[config.mk]
export PLATFORM = sky130hd
export DESIGN_NAME = refcounted_pair_dedup_table_core
export DESIGN_NICKNAME = d
export VERILOG_FILES = /design/src/rtl/rpdt_pkg.sv /design/src/rtl/rpdt_dpath.sv /design/src/rtl/rpdt_ctrl.sv /design/src/rtl/refcounted_pair_dedup_table_core.sv
export VERILOG_INCLUDE_DIRS = /design/src /design/src/rtl
export SDC_FILE = /design/constraint.sdc
export NUM_CORES = 2
export LEC_CHECK = 0
export BUFFER_PORTS_ARGS = -buffer_cell sky130_fd_sc_hd__buf_2
export CORE_MARGIN = 2
export CORE_UTILIZATION = 60
export DETAILED_ROUTE_END_ITERATION = 8
export GPL_TIMING_DRIVEN = 0
export PLACE_DENSITY = 0.81
export SETUP_SLACK_MARGIN = 0.5
export SLEW_MARGIN = 30
export SYNTH_ARGS = -nofsm -noshare
export SYNTH_HDL_FRONTEND = slang
export SYNTH_SLANG_ARGS = --single-unit
[constraint.sdc]
create_clock -name i_clk -period 9 [get_ports i_clk]
set_input_delay 0.9 -clock i_clk [delete_from_list [all_inputs] [get_ports i_clk]]
set_output_delay 0.9 -clock i_clk [all_outputs]
set_load 0.02 [all_outputs]
[src/rtl/refcounted_pair_dedup_table_core_assert.svh]
// assertion helpers shared by the table modules
`ifndef REFCOUNTED_PAIR_DEDUP_TABLE_CORE_ASSERT_SVH
`define REFCOUNTED_PAIR_DEDUP_TABLE_CORE_ASSERT_SVH

// same-cycle implication, disabled while reset is held
`define RPDT_ASSERT(label, clk, rst_n, ante, cons) \
    label: assert property (@(posedge clk) disable iff (!rst_n) (ante) |-> (cons)) \
        else $error("rpdt assertion failed");

// next-cycle implication, disabled while reset is held
`define RPDT_ASSERT_NEXT(label, clk, rst_n, ante, cons) \
    label: assert property (@(posedge clk) disable iff (!rst_n) (ante) |=> (cons)) \
        else $error("rpdt assertion failed");

`endif

[src/rtl/rpdt_pkg.sv]
`timescale 1ns / 1ps
`default_nettype none

package rpdt_pkg;

    localparam int SLOTS      = 32;
    localparam int COUNT_BITS = 10;
    localparam int SLOT_BITS  = $clog2(SLOTS);
    localparam int SPAN_BITS  = $clog2(SLOTS + 1);
    localparam int TILE_BITS  = 8;
    localparam int CODE_W     = 6;

    localparam logic [COUNT_BITS-1:0] COUNT_MAX = '1;

    typedef enum logic [1:0] {
        ST_OK         = 2'd0,
        ST_FULL       = 2'd1,
        ST_REL_UNUSED = 2'd2,
        ST_SAT        = 2'd3
    } t_status;

    typedef enum logic [2:0] {
        S_IDLE,
        S_REL,
        S_REL_UPD,
        S_SRCH,
        S_DECIDE,
        S_ALLOC,
        S_OUT
    } t_state;

    typedef struct packed {
        logic load;
        logic rel_check;
        logic rel_upd;
        logic srch_step;
        logic hit_upd;
        logic set_full;
        logic pop;
        logic alloc;
        logic out_load;
    } t_cmd;

    typedef struct packed {
        logic rel_go;
        logic srch_done;
        logic hit;
        logic stack_empty;
    } t_stat;

endpackage

`default_nettype wire

[src/rtl/rpdt_dpath.sv]
`timescale 1ns / 1ps
`default_nettype none

module rpdt_dpath (
    input  wire logic                            i_clk,
    input  wire logic                            i_rst_n,
    input  wire rpdt_pkg::t_cmd                  i_cmd,
    output rpdt_pkg::t_stat                      o_stat,
    input  wire logic                            i_action,
    input  wire logic [rpdt_pkg::TILE_BITS-1:0]  i_left_tile,
    input  wire logic [rpdt_pkg::TILE_BITS-1:0]  i_right_tile,
    input  wire logic [rpdt_pkg::CODE_W-1:0]     i_old_code,
    output logic      [rpdt_pkg::CODE_W-1:0]     o_code,
    output logic                                 o_new_entry,
    output logic                                 o_slot_freed,
    output logic      [1:0]                      o_status,
    output logic      [rpdt_pkg::CODE_W-1:0]     o_used_span,
    output logic      [rpdt_pkg::CODE_W-1:0]     o_allocated_count
);

`include "refcounted_pair_dedup_table_core_assert.svh"

    // item registers
    logic                                r_action;
    logic [rpdt_pkg::TILE_BITS-1:0]      r_left;
    logic [rpdt_pkg::TILE_BITS-1:0]      r_right;
    logic [rpdt_pkg::CODE_W-1:0]         r_old_code;

    // slot storage
    logic [2*rpdt_pkg::TILE_BITS-1:0]    r_pair_mem [rpdt_pkg::SLOTS];
    logic [rpdt_pkg::COUNT_BITS-1:0]     r_cnt_mem  [rpdt_pkg::SLOTS];
    logic [rpdt_pkg::SLOTS-1:0]          r_cnt_vld;
    logic [rpdt_pkg::SLOT_BITS-1:0]      r_stk_mem  [rpdt_pkg::SLOTS];
    logic [rpdt_pkg::SLOTS-1:0]          r_stk_vld;

    // registered read data
    logic [2*rpdt_pkg::TILE_BITS-1:0]    r_pair_rd;
    logic [rpdt_pkg::COUNT_BITS-1:0]     r_cnt_rd;
    logic                                r_cnt_rd_vld;
    logic [rpdt_pkg::SLOT_BITS-1:0]      r_stk_rd;
    logic [rpdt_pkg::SLOT_BITS-1:0]      r_stk_dflt;
    logic                                r_stk_rd_vld;

    // counters
    logic [rpdt_pkg::SPAN_BITS-1:0]      r_free_top;
    logic [rpdt_pkg::SPAN_BITS-1:0]      r_alloc_cnt;
    logic [rpdt_pkg::SPAN_BITS-1:0]      r_high_water;

    // search
    logic [rpdt_pkg::SPAN_BITS-1:0]      r_idx;
    logic                                r_cmp_vld;
    logic [rpdt_pkg::SLOT_BITS-1:0]      r_cmp_idx;
    logic                                r_hit;
    logic [rpdt_pkg::SLOT_BITS-1:0]      r_hit_slot;
    logic [rpdt_pkg::COUNT_BITS-1:0]     r_hit_cnt;

    // per-item results
    logic [rpdt_pkg::CODE_W-1:0]         r_code;
    logic                                r_new;
    logic                                r_freed;
    logic                                r_rel_bad;
    rpdt_pkg::t_status                   r_lk_st;

    logic [rpdt_pkg::SLOT_BITS-1:0]      rel_slot;
    logic                                rel_req;
    logic                                rel_in_range;
    logic [rpdt_pkg::SLOT_BITS-1:0]      rd_addr;
    logic [rpdt_pkg::SLOT_BITS-1:0]      stk_addr;
    logic [rpdt_pkg::COUNT_BITS-1:0]     cnt_eff;
    logic [rpdt_pkg::SLOT_BITS-1:0]      pop_slot;
    logic                                issue;
    logic                                pair_match;
    logic                                rel_frees;
    logic                                push_ok;
    logic [rpdt_pkg::SPAN_BITS-1:0]      n_alloc_cnt;

    logic                                cw_en;
    logic [rpdt_pkg::SLOT_BITS-1:0]      cw_addr;
    logic [rpdt_pkg::COUNT_BITS-1:0]     cw_data;

    assign rel_slot     = rpdt_pkg::SLOT_BITS'(r_old_code - rpdt_pkg::CODE_W'(1));
    assign rel_req      = r_action && (r_old_code != '0);
    assign rel_in_range = 32'(r_old_code) <= 32'(rpdt_pkg::SLOTS);
    assign rd_addr      = i_cmd.srch_step ? r_idx[rpdt_pkg::SLOT_BITS-1:0] : rel_slot;
    assign stk_addr     = rpdt_pkg::SLOT_BITS'(r_free_top - rpdt_pkg::SPAN_BITS'(1));
    assign cnt_eff      = r_cnt_rd_vld ? r_cnt_rd : '0;
    assign pop_slot     = r_stk_rd_vld ? r_stk_rd : r_stk_dflt;
    assign issue        = r_idx < r_high_water;
    assign pair_match   = r_cmp_vld && (cnt_eff != '0) && (r_pair_rd == {r_left, r_right});
    assign rel_frees    = i_cmd.rel_upd && (cnt_eff == rpdt_pkg::COUNT_BITS'(1));
    assign push_ok      = r_free_top < rpdt_pkg::SPAN_BITS'(rpdt_pkg::SLOTS);
    assign n_alloc_cnt  = r_alloc_cnt + rpdt_pkg::SPAN_BITS'(1);

    assign o_stat.rel_go      = rel_req && rel_in_range;
    assign o_stat.srch_done   = pair_match || !issue;
    assign o_stat.hit         = r_hit;
    assign o_stat.stack_empty = (r_free_top == '0);

    // single write port of the count memory
    always_comb begin
        cw_en   = 1'b0;
        cw_addr = rel_slot;
        cw_data = cnt_eff - rpdt_pkg::COUNT_BITS'(1);
        if (i_cmd.rel_upd && (cnt_eff != '0)) begin
            cw_en = 1'b1;
        end else if (i_cmd.hit_upd && (r_hit_cnt != rpdt_pkg::COUNT_MAX)) begin
            cw_en   = 1'b1;
            cw_addr = r_hit_slot;
            cw_data = r_hit_cnt + rpdt_pkg::COUNT_BITS'(1);
        end else if (i_cmd.alloc) begin
            cw_en   = 1'b1;
            cw_addr = pop_slot;
            cw_data = rpdt_pkg::COUNT_BITS'(1);
        end
    end

    always_ff @(posedge i_clk) begin
        if (cw_en) begin
            r_cnt_mem[cw_addr] <= cw_data;
        end
        if (i_cmd.alloc) begin
            r_pair_mem[pop_slot] <= {r_left, r_right};
        end
        if (rel_frees && push_ok) begin
            r_stk_mem[r_free_top[rpdt_pkg::SLOT_BITS-1:0]] <= rel_slot;
        end
        r_pair_rd    <= r_pair_mem[rd_addr];
        r_cnt_rd     <= r_cnt_mem[rd_addr];
        r_cnt_rd_vld <= r_cnt_vld[rd_addr];
        r_stk_rd     <= r_stk_mem[stk_addr];
        r_stk_rd_vld <= r_stk_vld[stk_addr];
        r_stk_dflt   <= rpdt_pkg::SLOT_BITS'(rpdt_pkg::SLOTS - 1) - stk_addr;
    end

    // entries without a valid bit read as their reset value
    always_ff @(posedge i_clk) begin
        if (!i_rst_n) begin
            r_cnt_vld <= '0;
            r_stk_vld <= '0;
        end else begin
            if (cw_en) begin
                r_cnt_vld[cw_addr] <= 1'b1;
            end
            if (rel_frees && push_ok) begin
                r_stk_vld[r_free_top[rpdt_pkg::SLOT_BITS-1:0]] <= 1'b1;
            end
        end
    end

    always_ff @(posedge i_clk) begin
        if (!i_rst_n) begin
            r_free_top   <= rpdt_pkg::SPAN_BITS'(rpdt_pkg::SLOTS);
            r_alloc_cnt  <= '0;
            r_high_water <= '0;
        end else if (rel_frees) begin
            if (push_ok) begin
                r_free_top <= r_free_top + rpdt_pkg::SPAN_BITS'(1);
            end
            if (r_alloc_cnt != '0) begin
                r_alloc_cnt <= r_alloc_cnt - rpdt_pkg::SPAN_BITS'(1);
            end
        end else if (i_cmd.pop) begin
            r_free_top <= r_free_top - rpdt_pkg::SPAN_BITS'(1);
        end else if (i_cmd.alloc) begin
            r_alloc_cnt <= n_alloc_cnt;
            if (n_alloc_cnt > r_high_water) begin
                r_high_water <= n_alloc_cnt;
            end
        end
    end

    always_ff @(posedge i_clk) begin
        if (!i_rst_n) begin
            r_idx     <= '0;
            r_cmp_vld <= 1'b0;
            r_hit     <= 1'b0;
            r_code    <= '0;
            r_new     <= 1'b0;
            r_freed   <= 1'b0;
            r_rel_bad <= 1'b0;
            r_lk_st   <= rpdt_pkg::ST_OK;
        end else if (i_cmd.load) begin
            r_idx     <= '0;
            r_cmp_vld <= 1'b0;
            r_hit     <= 1'b0;
            r_code    <= '0;
            r_new     <= 1'b0;
            r_freed   <= 1'b0;
            r_rel_bad <= 1'b0;
            r_lk_st   <= rpdt_pkg::ST_OK;
        end else begin
            if (i_cmd.rel_check && rel_req && !rel_in_range) begin
                r_rel_bad <= 1'b1;
            end
            if (i_cmd.rel_upd && (cnt_eff == '0)) begin
                r_rel_bad <= 1'b1;
            end
            if (rel_frees) begin
                r_freed <= 1'b1;
            end
            // one slot issued and one compared per cycle
            if (i_cmd.srch_step) begin
                r_cmp_vld <= issue && !pair_match;
                r_cmp_idx <= r_idx[rpdt_pkg::SLOT_BITS-1:0];
                if (issue && !pair_match) begin
                    r_idx <= r_idx + rpdt_pkg::SPAN_BITS'(1);
                end
                if (pair_match) begin
                    r_hit      <= 1'b1;
                    r_hit_slot <= r_cmp_idx;
                    r_hit_cnt  <= cnt_eff;
                end
            end
            if (i_cmd.hit_upd) begin
                r_code <= rpdt_pkg::CODE_W'({1'b0, r_hit_slot} + 1'b1);
                if (r_hit_cnt == rpdt_pkg::COUNT_MAX) begin
                    r_lk_st <= rpdt_pkg::ST_SAT;
                end
            end
            if (i_cmd.set_full) begin
                r_lk_st <= rpdt_pkg::ST_FULL;
            end
            if (i_cmd.alloc) begin
                r_code <= rpdt_pkg::CODE_W'({1'b0, pop_slot} + 1'b1);
                r_new  <= 1'b1;
            end
        end
    end

    always_ff @(posedge i_clk) begin
        if (i_cmd.load) begin
            r_action   <= i_action;
            r_left     <= i_left_tile;
            r_right    <= i_right_tile;
            r_old_code <= i_old_code;
        end
        if (i_cmd.out_load) begin
            o_code            <= r_code;
            o_new_entry       <= r_new;
            o_slot_freed      <= r_freed;
            o_used_span       <= rpdt_pkg::CODE_W'(r_high_water);
            o_allocated_count <= rpdt_pkg::CODE_W'(r_alloc_cnt);
            if (r_lk_st != rpdt_pkg::ST_OK) begin
                o_status <= r_lk_st;
            end else if (r_rel_bad) begin
                o_status <= rpdt_pkg::ST_REL_UNUSED;
            end else begin
                o_status <= rpdt_pkg::ST_OK;
            end
        end
    end

    // a pop comes in the cycle before its alloc, so the sum is one short while alloc is up
    `RPDT_ASSERT(a_stack_balance, i_clk, i_rst_n, !i_cmd.alloc, (r_free_top + r_alloc_cnt) == rpdt_pkg::SLOTS)
    `RPDT_ASSERT(a_alloc_le_span, i_clk, i_rst_n, 1'b1, r_alloc_cnt <= r_high_water)
    `RPDT_ASSERT(a_pop_nonempty, i_clk, i_rst_n, i_cmd.pop, r_free_top != '0)

endmodule

`default_nettype wire

[src/rtl/rpdt_ctrl.sv]
`timescale 1ns / 1ps
`default_nettype none

module rpdt_ctrl (
    input  wire logic            i_clk,
    input  wire logic            i_rst_n,
    input  wire logic            i_in_valid,
    output logic                 o_in_stall,
    output logic                 o_out_valid,
    input  wire logic            i_out_stall,
    input  wire rpdt_pkg::t_stat i_stat,
    output rpdt_pkg::t_cmd       o_cmd
);

`include "refcounted_pair_dedup_table_core_assert.svh"

    rpdt_pkg::t_state r_state;
    rpdt_pkg::t_state n_state;
    logic             r_out_valid;
    logic             out_free;

    assign o_in_stall  = (r_state != rpdt_pkg::S_IDLE);
    assign o_out_valid = r_out_valid;
    assign out_free    = !r_out_valid || !i_out_stall;

    always_ff @(posedge i_clk) begin
        if (!i_rst_n) begin
            r_state <= rpdt_pkg::S_IDLE;
        end else begin
            r_state <= n_state;
        end
    end

    always_comb begin
        n_state = r_state;
        o_cmd   = '0;
        unique case (r_state)
            rpdt_pkg::S_IDLE: begin
                if (i_in_valid) begin
                    o_cmd.load = 1'b1;
                    n_state    = rpdt_pkg::S_REL;
                end
            end
            rpdt_pkg::S_REL: begin
                o_cmd.rel_check = 1'b1;
                n_state = i_stat.rel_go ? rpdt_pkg::S_REL_UPD : rpdt_pkg::S_SRCH;
            end
            rpdt_pkg::S_REL_UPD: begin
                o_cmd.rel_upd = 1'b1;
                n_state       = rpdt_pkg::S_SRCH;
            end
            rpdt_pkg::S_SRCH: begin
                o_cmd.srch_step = 1'b1;
                if (i_stat.srch_done) begin
                    n_state = rpdt_pkg::S_DECIDE;
                end
            end
            rpdt_pkg::S_DECIDE: begin
                priority if (i_stat.hit) begin
                    o_cmd.hit_upd = 1'b1;
                    n_state       = rpdt_pkg::S_OUT;
                end else if (i_stat.stack_empty) begin
                    o_cmd.set_full = 1'b1;
                    n_state        = rpdt_pkg::S_OUT;
                end else begin
                    o_cmd.pop = 1'b1;
                    n_state   = rpdt_pkg::S_ALLOC;
                end
            end
            rpdt_pkg::S_ALLOC: begin
                o_cmd.alloc = 1'b1;
                n_state     = rpdt_pkg::S_OUT;
            end
            rpdt_pkg::S_OUT: begin
                if (out_free) begin
                    o_cmd.out_load = 1'b1;
                    n_state        = rpdt_pkg::S_IDLE;
                end
            end
            default: begin
                n_state = rpdt_pkg::S_IDLE;
            end
        endcase
    end

    // output register: filled by the controller, drained by the transaction
    always_ff @(posedge i_clk) begin
        if (!i_rst_n) begin
            r_out_valid <= 1'b0;
        end else if (o_cmd.out_load) begin
            r_out_valid <= 1'b1;
        end else if (!i_out_stall) begin
            r_out_valid <= 1'b0;
        end
    end

    `RPDT_ASSERT_NEXT(a_accept_starts, i_clk, i_rst_n, i_in_valid && (r_state == rpdt_pkg::S_IDLE), r_state == rpdt_pkg::S_REL)
    `RPDT_ASSERT_NEXT(a_load_shows, i_clk, i_rst_n, o_cmd.out_load, r_out_valid)
    `RPDT_ASSERT(a_alloc_after_pop, i_clk, i_rst_n, r_state == rpdt_pkg::S_ALLOC, $past(r_state) == rpdt_pkg::S_DECIDE)

endmodule

`default_nettype wire

[src/rtl/refcounted_pair_dedup_table_core.sv]
// from input transaction to o_out_valid: release check, optional release update, search, decide,
// optional alloc, output; the search reads one slot per cycle from the pair/count memories
// throughput: one item at a time, the next accepted the cycle after the result is registered
// reset: synchronous, active low; all counters clear at once, and counts read zero and the
// free stack is full through per-entry valid bits, so no clearing pass is needed
`timescale 1ns / 1ps
`default_nettype none

module refcounted_pair_dedup_table_core (
    input  wire logic                            i_clk,
    input  wire logic                            i_rst_n,
    input  wire logic                            i_in_valid,
    output logic                                 o_in_stall,
    input  wire logic                            i_action,
    input  wire logic [rpdt_pkg::TILE_BITS-1:0]  i_left_tile,
    input  wire logic [rpdt_pkg::TILE_BITS-1:0]  i_right_tile,
    input  wire logic [rpdt_pkg::CODE_W-1:0]     i_old_code,
    output logic                                 o_out_valid,
    input  wire logic                            i_out_stall,
    output logic      [rpdt_pkg::CODE_W-1:0]     o_code,
    output logic                                 o_new_entry,
    output logic                                 o_slot_freed,
    output logic      [1:0]                      o_status,
    output logic      [rpdt_pkg::CODE_W-1:0]     o_used_span,
    output logic      [rpdt_pkg::CODE_W-1:0]     o_allocated_count
);

    rpdt_pkg::t_cmd  cmd;
    rpdt_pkg::t_stat stat;

    rpdt_ctrl u_ctrl (
        .i_clk       (i_clk),
        .i_rst_n     (i_rst_n),
        .i_in_valid  (i_in_valid),
        .o_in_stall  (o_in_stall),
        .o_out_valid (o_out_valid),
        .i_out_stall (i_out_stall),
        .i_stat      (stat),
        .o_cmd       (cmd)
    );

    rpdt_dpath u_dpath (
        .i_clk             (i_clk),
        .i_rst_n           (i_rst_n),
        .i_cmd             (cmd),
        .o_stat            (stat),
        .i_action          (i_action),
        .i_left_tile       (i_left_tile),
        .i_right_tile      (i_right_tile),
        .i_old_code        (i_old_code),
        .o_code            (o_code),
        .o_new_entry       (o_new_entry),
        .o_slot_freed      (o_slot_freed),
        .o_status          (o_status),
        .o_used_span       (o_used_span),
        .o_allocated_count (o_allocated_count)
    );

endmodule

`default_nettype wire

==> results by stage <==
Final layout:
- The number of fill cells is approximately 5,000.
- The filler-free cell count of the finished design is 4,306.
- The cell area after layout is roughly 55,000 um^2.
- The antenna diode count is 0.
- Relative to the synthesized area, the layout overhead comes to 13.12%.
- Measured on the finished design, the core utilization comes to between 60 and 70%.
- In the final layout, the multi-input gates occupy 13,450 um^2.
- The net count of the finished layout is 3,204.
- The commonest non-fill, non-tap cell in the layout is sky130_fd_sc_hd__edfxtp_1.
- The fraction of final layout cells with drive strength greater than 1 is about 18%.
- In the layout the commonest cells are 1,057 x sky130_fd_sc_hd__edfxtp_1, 605 x sky130_fd_sc_hd__mux2i_1, 143 x sky130_fd_sc_hd__dfxtp_1, 126 x sky130_fd_sc_hd__nand2_1, 114 x sky130_fd_sc_hd__clkbuf_16.
- The sequential cells in the finished layout cover a total of 34,600 um^2.

STA:
- Summed over all failing endpoints, the final setup total negative slack is 0 ns.
- The worst pin sits at a relative slew slack of 27.36%.
- The final-report hold violation count is 0.
- On the final layout, the worst clock skew is ~0.018 ns.
- The total setup violations reported at the end of the flow is 0.
- The number of max-slew violations in the final report was 0.
- The post-route clock period utilization is 55.55%.
- Final hold analysis gives a worst-case slack of just under 0.4 ns.
- Based on the critical path, the design can be clocked at up to ~200 MHz.
- Setup repair after global routing left no endpoint under its margin.
- Counting I/O delays and the setup requirement, the final critical path takes 5.000 ns.
- For the pin with the worst max-slew slack, the measured transition is about 1.1 ns.

Synthesis:
- Dividing the synthesized area by the synthesized cell count gives 16.58 um^2.
- The share of synthesized area occupied by flip-flops and latches is 71.09%.
- sky130_fd_sc_hd__edfxtp_1 takes more of the synthesized area than any other cell.
- The number of flops mapped to enable cells by yosys is 1,057.
- The number of nets produced by synthesis is between 2,000 and 3,000.
- During synthesis, Yosys emitted a total of 0 warnings.
- Synthesis produced a netlist whose cell count is 2,936.
- The fraction of registers with async set or reset after synthesis is 0%.
- The prevailing post-synth register cell is sky130_fd_sc_hd__edfxtp_1.
- The mapped netlist covers 48,680 um^2.
- The area fraction of the dominant cell type after synthesis is 65.20%.
- After synthesis the netlist holds a flip-flop and latch count of between 1,000 and 1,500.
- By area the synthesized netlist is led by sky130_fd_sc_hd__edfxtp_1 65%, sky130_fd_sc_hd__mux2i_1 12%, sky130_fd_sc_hd__dfxtp_1 5.9%, sky130_fd_sc_hd__mux4_2 2.2%, sky130_fd_sc_hd__mux2_2 1.3%.
- The number of distinct library cells after synthesis is just under 80.

Die:
- 51 I/O pins were placed.
- The die is between 200 and 300 um tall.
- The initial utilization of the core area, before any placement, comes to 60.53%.
- After floorplanning, the core was divided into approximately 100 placement rows.
- The total area inside the core boundary comes to 80,420 um^2.
- The overall die width is between 200 and 300 um.
- The floorplan die area is 83,430 um^2.

Route:
- The first routing iteration left 3,202 violations.
- The wire length per cell is 26.65 um.
- In this run the remaining antenna-violating nets after routing total 0.
- The detailed-route vias per instance is roughly 6.3.
- The detailed-routing iteration count for the pre-antenna-repair pass is 5.
- The detailed-route wire length is 114,700 um.
- The post-route DRC violation count is 0.
- Across all layers, the routed design uses 27,330 vias.

Worst setup path:
- The worst reg2reg path depth is 11.
- The worst setup path is of the register to register kind.
- The endpoint identified for the worst register-to-register timing path is u_dpath.r_cnt_rd[2].
- The worst endpoint data arrival time is around 5.5 ns.
- The slack of the worst reg-to-reg path is 4.00 ns.
- The nature of the critical path startpoint is a register.
- The startpoint of the worst-slack reg-to-reg timing path is u_dpath.r_old_code[0].
- The endpoint required time on the critical path is 9.54 ns.
- The worst setup path is captured at a register.
- Along the worst path, the maximum fanout reaches 36.

Clocking:
- The longest clock path from root to sink contains 3 buffers.
- The number of buffers inserted during clock tree synthesis is 110.
- The number of hold buffers added after CTS is 0.
- The buffers inserted during post-CTS setup optimization is 0.
- Clock latency on the worst-skew pair, taken at its later pin, is 0.67 ns.
- Gates resized during post-CTS repair numbered 0.
- The H-tree was split into 3 levels.
- The clock slew seen by the registers of the worst setup and hold paths is roughly 0.06 ns.
- The tree built by TritonCTS fans out to 1,200 sinks.
- The TritonCTS clock tree is built.
- The tree is rooted in a sky130_fd_sc_hd__clkbuf_16.

Place:
- The routability-driven placement congestion ratio is about 0.9.
- The post-detailed-placement half-perimeter wirelength is 77,920 um.
- Including well taps, the total number of placed cells is 4,092.
- Port buffering added 49 buffers.
- Once placement finished, the instance area stood at 51,190 um^2.

Status:
- The run finished with clean final reports.

Global route:
- The number of antenna violations at the first check in global routing is 2.
- The overall track demand over capacity in global routing is a little over a quarter.
- The first global-routing pass estimated roughly 170,000 um of wire.
- Entering global routing, the biggest net connects 37 pins.
- The remaining global-route overflow is 0.
- The via count of the first global-routing pass is 27,501.

Hold path:
- The class of the worst hold path is register to register.
- The end point of the worst hold path is u_dpath.r_stk_dflt[0].
- The worst hold path begins at u_dpath.r_free_top[0].
- The hold-critical path depth is 0.

Job:
- The tool flagged a number of max-cap violations equal to 0.

Power and ir drop:
- In this run the static leakage power is about 19 nW.
- The total power density per cell area is ~260 nW/um^2.
- The worst voltage drop across the vdd grid is approximately 0.00023 V.
final cells by class:
| type | count | share of cell area [%] |
|---|---|---|
| Sequential cell | 1200 | 62.84 |
| Multi-Input combinational cell | 1556 | 24.43 |
| Clock buffer | 148 | 5.558 |
| Tap cell | 1060 | 2.408 |
| Timing Repair Buffer | 104 | 1.829 |
| Buffer | 149 | 1.566 |
| Clock inverter | 58 | 1.159 |
| Inverter | 31 | 0.2113 |
kinds of logic (layout without fill, tap and decap cells):
family | after synthesis | after routing | synth area share, %
flip-flops | 1200 | 1200 | 71.09
multiplexers | 715 | 715 | 16.10
AND/OR/NAND/NOR | 436 | 436 | 4.532
AO/OA/AOI/OAI | 331 | 331 | 4.753
buffers and inverters | 180 | 490 | 2.010
XOR/XNOR | 49 | 49 | 0.8816
adder cells (fa/ha/maj) | 25 | 25 | 0.6426
flip-flops by register name, summed over array words and instances, names as in the netlist, 8 cells and up:
signal	flops
u_dpath.r_cnt_mem	320
u_dpath.r_cnt_rd	10
u_dpath.r_cnt_vld	32
u_dpath.r_hit_cnt	10
u_dpath.r_left	8
u_dpath.r_pair_mem	512
u_dpath.r_pair_rd	16
u_dpath.r_right	8
u_dpath.r_stk_mem	160
u_dpath.r_stk_vld	32
through the flow:
stage                     power, mW  setup WS (ns)
after global placement        9.343          2.879
after floorplan               8.495          4.824
after CTS                     14.36          3.282
final                         14.44          4.000
after detailed placement      9.701          3.290
after global routing          14.77          3.818
worst max path at each step:
stage	from	end	slack, ns	cells past startpoint
after CTS	u_dpath.r_old_code[0]	u_dpath.r_cnt_rd[2]	3.28	11
after global routing	u_dpath.r_old_code[0]	u_dpath.r_cnt_rd[2]	3.82	11
after detailed placement	u_dpath.r_old_code[0]	u_dpath.r_cnt_rd[2]	3.29	11
after global placement	u_dpath.r_old_code[0]	u_dpath.r_cnt_rd[1]	2.88	9
final	u_dpath.r_old_code[0]	u_dpath.r_cnt_rd[2]	4.00	11
after floorplan	u_dpath.r_right[0]	u_dpath.r_hit_cnt[0]	4.82	5
cell usage after synthesis (4+ instances only):
library cell               count
sky130_fd_sc_hd__edfxtp_1   1057
sky130_fd_sc_hd__mux2i_1     607
sky130_fd_sc_hd__nor2_1      148
sky130_fd_sc_hd__dfxtp_1     143
sky130_fd_sc_hd__nand2_1     126
sky130_fd_sc_hd__o22ai_1      90
sky130_fd_sc_hd__o21a_1       72
sky130_fd_sc_hd__clkbuf_1     61
sky130_fd_sc_hd__mux2_2       57
sky130_fd_sc_hd__mux4_2       48
sky130_fd_sc_hd__buf_2        41
sky130_fd_sc_hd__nand3_1      40
sky130_fd_sc_hd__o21ai_0      37
sky130_fd_sc_hd__xnor2_1      32
sky130_fd_sc_hd__buf_4        30
sky130_fd_sc_hd__inv_1        29
sky130_fd_sc_hd__a22o_1       28
sky130_fd_sc_hd__nor4_2       26
sky130_fd_sc_hd__ha_1         25
sky130_fd_sc_hd__a21oi_1      21
sky130_fd_sc_hd__xor2_1       17
sky130_fd_sc_hd__buf_6        14
sky130_fd_sc_hd__nor3_1       13
sky130_fd_sc_hd__o211ai_1     11
sky130_fd_sc_hd__and2_1       10
sky130_fd_sc_hd__nand2b_1      9
sky130_fd_sc_hd__nand4_1       8
sky130_fd_sc_hd__or3_1         8
sky130_fd_sc_hd__a211oi_1      7
sky130_fd_sc_hd__a31oi_1       7
sky130_fd_sc_hd__nor2b_1       7
sky130_fd_sc_hd__o21ai_1       7
sky130_fd_sc_hd__a22oi_1       6
sky130_fd_sc_hd__o31ai_1       6
sky130_fd_sc_hd__and3_1        5
sky130_fd_sc_hd__o211a_1       5
sky130_fd_sc_hd__a21boi_1      4
sky130_fd_sc_hd__a21o_1        4
sky130_fd_sc_hd__nor3b_1       4
sky130_fd_sc_hd__nor4_1        4
worst max-delay path: stages, from the launching register on:
cell and delay (ns):
sky130_fd_sc_hd__edfxtp_1 0.53, sky130_fd_sc_hd__inv_2 0.57, sky130_fd_sc_hd__ha_1 0.41, sky130_fd_sc_hd__nor3b_1 0.29, sky130_fd_sc_hd__xnor2_1 0.27, sky130_fd_sc_hd__inv_2 0.40, sky130_fd_sc_hd__a31oi_1 0.70, sky130_fd_sc_hd__nand2b_1 0.20
sky130_fd_sc_hd__buf_4 0.21, sky130_fd_sc_hd__clkbuf_1 0.49, sky130_fd_sc_hd__o22ai_1 0.38, sky130_fd_sc_hd__nor4_2 0.38
per-layer routing:
metal | GRT usage, % | part of all wire, % | up-vias
met5 | 0 | 0 | -
met4 | 8.570 | 2.7 | 0
met3 | 5.126 | 9.5 | 220
met2 | 44.97 | 49 | 1443
met1 | 37.75 | 39 | 13817
li1 | - | - | 11850
power by group:
group          leakage [nW]  switching, mW  internal (mW)  total [mW]
combinational          6.92           1.91           1.01        2.92
sequential             10.7         0.0910           6.69        6.78
clock                  1.78           2.00           2.73        4.74
total                  19.4           4.01           10.4        14.4
No activity file was read; power rests on OpenSTA's default activity.
